<file path="config.mk">
export PLATFORM = sky130hd
export DESIGN_NAME = pcsrp_cell
export DESIGN_NICKNAME = d
export VERILOG_FILES = /design/src/rtl/pcsrp_pkg.sv /design/src/rtl/pcsrp_cell.sv
export SDC_FILE = /design/constraint.sdc
export NUM_CORES = 1
export LEC_CHECK = 0
export BUFFER_PORTS_ARGS = -buffer_cell sky130_fd_sc_hd__buf_2
export CAP_MARGIN = 20
export CORE_ASPECT_RATIO = 0.5
export CORE_MARGIN = 5
export CORE_UTILIZATION = 56
export CTS_BUF_LIST = sky130_fd_sc_hd__clkbuf_16
export CTS_CLUSTER_DIAMETER = 40
export DETAILED_ROUTE_END_ITERATION = 16
export PLACE_DENSITY = 0.83
export SLEW_MARGIN = 20
export SYNTH_ARGS = -nofsm -noshare
export SYNTH_HDL_FRONTEND = slang
export SYNTH_SLANG_ARGS = --single-unit
</file>
<file path="constraint.sdc">
create_clock -name i_clk -period 10.9 [get_ports i_clk]
set_clock_uncertainty 0.05 [all_clocks]
set_input_delay 0 -clock i_clk [delete_from_list [all_inputs] [get_ports i_clk]]
set_output_delay 0 -clock i_clk [all_outputs]
set_load 0.05 [all_outputs]
</file>
<file path="src/rtl/pcsrp_pkg.sv">
`default_nettype none

package pcsrp_pkg;

    localparam int MAX_REGIONS = 64;
    localparam int IDX_W       = (MAX_REGIONS > 1) ? $clog2(MAX_REGIONS) : 1;
    localparam int ACT_W       = 7;
    localparam int RIDX_W      = 6;
    localparam int ADDR_W      = 32;
    localparam int CNT_W       = 32;
    localparam int CMP_W       = ((IDX_W > ACT_W) ? IDX_W : ACT_W) + 1;
    localparam int APB_AW      = 3;
    localparam int APB_DW      = 32;

    typedef enum logic {
        OP_WRITE  = 1'b0,
        OP_SAMPLE = 1'b1
    } t_op;

    typedef enum logic {
        REG_ENABLE = 1'b0,
        REG_ACTIVE = 1'b1
    } t_reg_idx;

    typedef enum logic [1:0] {
        ST_IDLE,
        ST_SCAN,
        ST_HOLD
    } t_state;

    typedef struct packed {
        t_op                operation;
        logic [RIDX_W-1:0]  region_index;
        logic [ADDR_W-1:0]  region_first;
        logic [ADDR_W-1:0]  region_last;
        logic [ADDR_W-1:0]  sample_pc;
    } t_in_item;

    typedef struct packed {
        logic               matched;
        logic [RIDX_W-1:0]  matched_region;
        logic [CNT_W-1:0]   region_hits;
        logic [CNT_W-1:0]   total_samples;
        logic [CNT_W-1:0]   lost_samples;
        logic [ADDR_W-1:0]  last_lost_pc;
    } t_out_item;

    typedef struct packed {
        logic               valid;
        logic [ADDR_W-1:0]  pc;
        logic               found;
        logic [IDX_W-1:0]   hit_idx;
        logic [CNT_W-1:0]   hits;
    } t_token;

    typedef struct packed {
        logic               valid;
        logic [IDX_W-1:0]   index;
        logic [ADDR_W-1:0]  first;
        logic [ADDR_W-1:0]  last;
    } t_wr;

endpackage

`default_nettype wire

</file>
<file path="src/rtl/pcsrp_cell.sv">
`default_nettype none

module pcsrp_cell (
    input  wire logic                            i_clk,
    input  wire logic                            i_rst_n,
    input  wire logic [pcsrp_pkg::IDX_W-1:0]     i_index,
    input  wire logic [pcsrp_pkg::ACT_W-1:0]     i_active,
    input  wire pcsrp_pkg::t_wr                  i_wr,
    input  wire pcsrp_pkg::t_token               i_tok,
    output pcsrp_pkg::t_token                    o_tok
);

    logic [pcsrp_pkg::ADDR_W-1:0] r_start;
    logic [pcsrp_pkg::ADDR_W-1:0] r_end;
    logic [pcsrp_pkg::CNT_W-1:0]  r_count;
    logic [pcsrp_pkg::CNT_W-1:0]  n_count;
    pcsrp_pkg::t_token            r_tok;
    pcsrp_pkg::t_token            n_tok;
    logic                         w_in_use;
    logic                         w_hit;

    assign w_in_use = pcsrp_pkg::CMP_W'(i_index) < pcsrp_pkg::CMP_W'(i_active);
    assign w_hit    = i_tok.valid && !i_tok.found && w_in_use &&
                      (i_tok.pc >= r_start) && (i_tok.pc <= r_end);

    always_comb begin
        n_tok   = i_tok;
        n_count = r_count;
        if (w_hit) begin
            n_count       = r_count + pcsrp_pkg::CNT_W'(1);
            n_tok.found   = 1'b1;
            n_tok.hit_idx = i_index;
            n_tok.hits    = n_count;
        end
    end

    always_ff @(posedge i_clk) begin
        if (!i_rst_n) begin
            r_count <= '0;
            r_tok   <= '0;
        end else begin
            r_count <= n_count;
            r_tok   <= n_tok;
        end
    end

    // load the region bounds
    always_ff @(posedge i_clk) begin
        if (i_wr.valid && (i_wr.index == i_index)) begin
            r_start <= i_wr.first;
            r_end   <= i_wr.last;
        end
    end

    assign o_tok = r_tok;

endmodule

`default_nettype wire

</file>
==> results.cfg <==
[status]
outcome = completed

[logic_synthesis]
synth_top_area_cell = dfxtp_1
seq_area_frac_synth = 0.5031
synth_fp_nets = 990
async_flop_share = 0
synth_top_area_frac = 0.2616
syn_inst = 762
synth_edf_count = 64
syn_area_mm2 = 0.007958
ys_ff_latch = 168
synth_ff_type = dfxtp_1
yosysWarnings = 0
synth_area_leaders = dfxtp_1, edfxtp_1, ha_1
yosysUniqueCellTypes = 49
synth_area_per_cell_um2 = 10.44

[cells_and_area]
syn2layout_area_growth_pct = 41.76
fillers = 785
layout-drive-gt1-share = 0.2454
final_common_cell = buf_2
final_cell_mix = buf_2, dlygate4sd3_1, dfxtp_1, a21oi_1, inv_1
fin_util = 0.8211
final_nets = 1348

[clock_tree]
clkSinkCount = 168
htreeDepth = 4
cts_setup_buffers = 0
cts_tree = yes
clockRootBuffer = clkbuf_16
clkTransAtPathRegs_ns = 0.07
clk_latency_ns = 0.43
max-clock-path-buffers = 2
cts-buffers-inserted = 17

[global_routing]
grt_max_degree = 65
grt_overflow = 0
grtUsageTotal = 0.2830
grt_first_pass_wirelength_um = 37220
antenna_found_initial = 1
grt_pass1_vias = 7623

[place]
place_hpwl_um = 14440
portBuffers = 229
finalWeightedCongestion = 0.8353

[setup_path]
rr_endpoint = o_tok[34]$_SDFF_PN0_
crit_arrival_ns = 4.03
max_stage_delay_ns = 0.76
required_ns = 11.21
cp_max_fo = 42
reg2reg_depth = 10
worstSetupStartpointType = flip-flop
r2r-start = r_start[10]$_DFFE_PP_
cp_slowest_cell = or2_2
reg2reg_setup_slack_ns = 7.18
endpoint_kind = flip-flop
path_class = flip-flop to flip-flop
crit_chain = inv_1 > ha_1 > and4_1 > o211ai_1 > o31a_1 > a311oi_2 > or2_2 > nand3_1 > a21oi_1 > dlygate4sd3_1

[drt]
drc = 0
drt-met1-wl_um = 9061
dr_wl_met2_um = 12690
dr_wl_met3_um = 1481
ant_nets = 0
drt-total-wl_um = 24160
drtIter0Drc = 423
dr.pass1.iters = 6
wl_per_cell_um = 18.22
viasPerCell = 5.593
top_layer = met4
num_vias = 7416

[timing]
hold_slack_ns = 0.2173
rsz0062_at_grt = false
max-slew-margin-rel = 0.2910
setup_viol = 0
fmax_mhz = 269.0
post-route-period-util = 0.3411
fin_setup_tns_ns = 0
fin_crit_ns = 3.718
slew_violations = 0
timing_worst_slew_pin_value_ns = 1.062
hold_viol = 0

[floorplan]
dieArea_mm2 = 0.01684
die_y_um = 94.29
start_util = 0.5792
row_count = 30
coreArea_mm2 = 0.01374
ios = 230
die_w_um = 178.6

[hold_path]
hold_class = primary input to flip-flop
hold_path_startpoint = i_rst_n
whs_endpoint = o_tok[1]$_SDFF_PN0_
holdPathStages = 3

[power]
leakagePower_nw = 4.966
powerDensity_mw_per_mm2 = 133.9
peakVddDrop_v = 0.0001070

[flow_run]
cap_violations = 0
-- flip-flops by register name, indices dropped and copies added (netlist names) --
signal   flops
o_tok       72
r_count     32
r_end       32
r_start     32
-- final cells by class --
cell class | instances | area [um2] | share of cell area
antenna | 1 | 2.502 | 0.0002218
clock buffer | 18 | 450.4 | 0.03993
clock inverter | 14 | 133.9 | 0.01187
inverter | 73 | 274.0 | 0.02429
multi-input combinational | 484 | 3555 | 0.3151
sequential | 168 | 4004 | 0.3549
tap | 192 | 240.2 | 0.02130
timing repair buffer | 376 | 2621 | 0.2324
-- stage by stage --
| step | worst slack, ns | instance area [um2] | std cells | power, mW |
|---|---|---|---|---|
| global route | 6.986 | 11280 | 1326 | 1.558 |
| global placement | 7.353 | 9241 | 1149 | 0.8657 |
| CTS | 7.157 | 11260 | 1324 | 1.503 |
| finish | 7.182 | 11280 | 1326 | 1.511 |
| floorplan | 3.868 | 7958 | 762 | 0.8055 |
| detailed placement | 7.295 | 9253 | 1150 | 0.8727 |
-- per-layer routing --
layer / GRT usage / up-vias
li1: - / 3504
met1: 0.3115 / 3491
met2: 0.5200 / 329
met3: 0.06675 / 92
met4: 0.1302 / 0
met5: 0 / -
-- critical path, delay by kind of cell, from the launching register on --
kind            cells  cell delay (ns)
flops               1             0.35
buf+inv             2             0.66
compound gates      4             1.09
fa+ha+maj           1             0.29
simple gates        3             1.20
-- power breakdown --
| part | internal, mW | switching (mW) | total, mW | leakage [nW] |
|---|---|---|---|---|
| combinational | 0.0935 | 0.140 | 0.233 | 3.24 |
| sequential | 0.670 | 0.00515 | 0.675 | 1.43 |
| clock | 0.334 | 0.268 | 0.602 | 0.289 |
-- how the worst max path moves through the flow --
| stage | start | to | slack (ns) | depth (start not counted) |
|---|---|---|---|---|
| final | r_start[10]$_DFFE_PP_ | o_tok[34]$_SDFF_PN0_ | 7.18 | 10 |
| after CTS | r_start[6]$_DFFE_PP_ | o_tok[33]$_SDFF_PN0_ | 7.16 | 10 |
| after floorplan | i_index[5] | r_end[0]$_DFFE_PP_ | 3.87 | 2 |
| after global placement | r_start[6]$_DFFE_PP_ | o_tok[29]$_SDFF_PN0_ | 7.35 | 9 |
| after detailed placement | r_start[6]$_DFFE_PP_ | o_tok[25]$_SDFF_PN0_ | 7.30 | 10 |
| after global routing | r_start[10]$_DFFE_PP_ | o_tok[33]$_SDFF_PN0_ | 6.99 | 10 |
-- logic make-up (layout without fill, tap and decap cells) --
kind of cell,Yosys count,in the layout,synth area share
buffers and inverters,110,481,0.05377
multiplexers,5,5,0.006290
AND/OR/NAND/NOR,190,190,0.1410
AO/OA/AOI/OAI,185,185,0.1483
adder cells (fa/ha/maj),70,70,0.1101
other,0,1,0
flip-flops,168,168,0.5031
XOR/XNOR,34,34,0.03742
-- what timing repair did --
action,4_1_cts,5_1_grt
hold buffers,142,0
gates resized for setup,0,0
hold endpoints to repair,136,0
setup endpoints to repair,0,0
-- cells in the mapped netlist, drive strengths merged (4+ instances only) --
library cell	count
a21o	8
nand2	32
inv	73
ha	70
nand4	15
and2	35
or2	4
a21oi	77
buf	12
edfxtp	64
nand2b	7
or4	23
o21ai	21
and4	14
nand3	28
a211oi	29
and3	7
clkbuf	25
dfxtp	104
o31ai	25
nor2	14
xnor2	14
mux2i	5
xor2	20
Note: power is estimated with default switching activity, not from simulation.
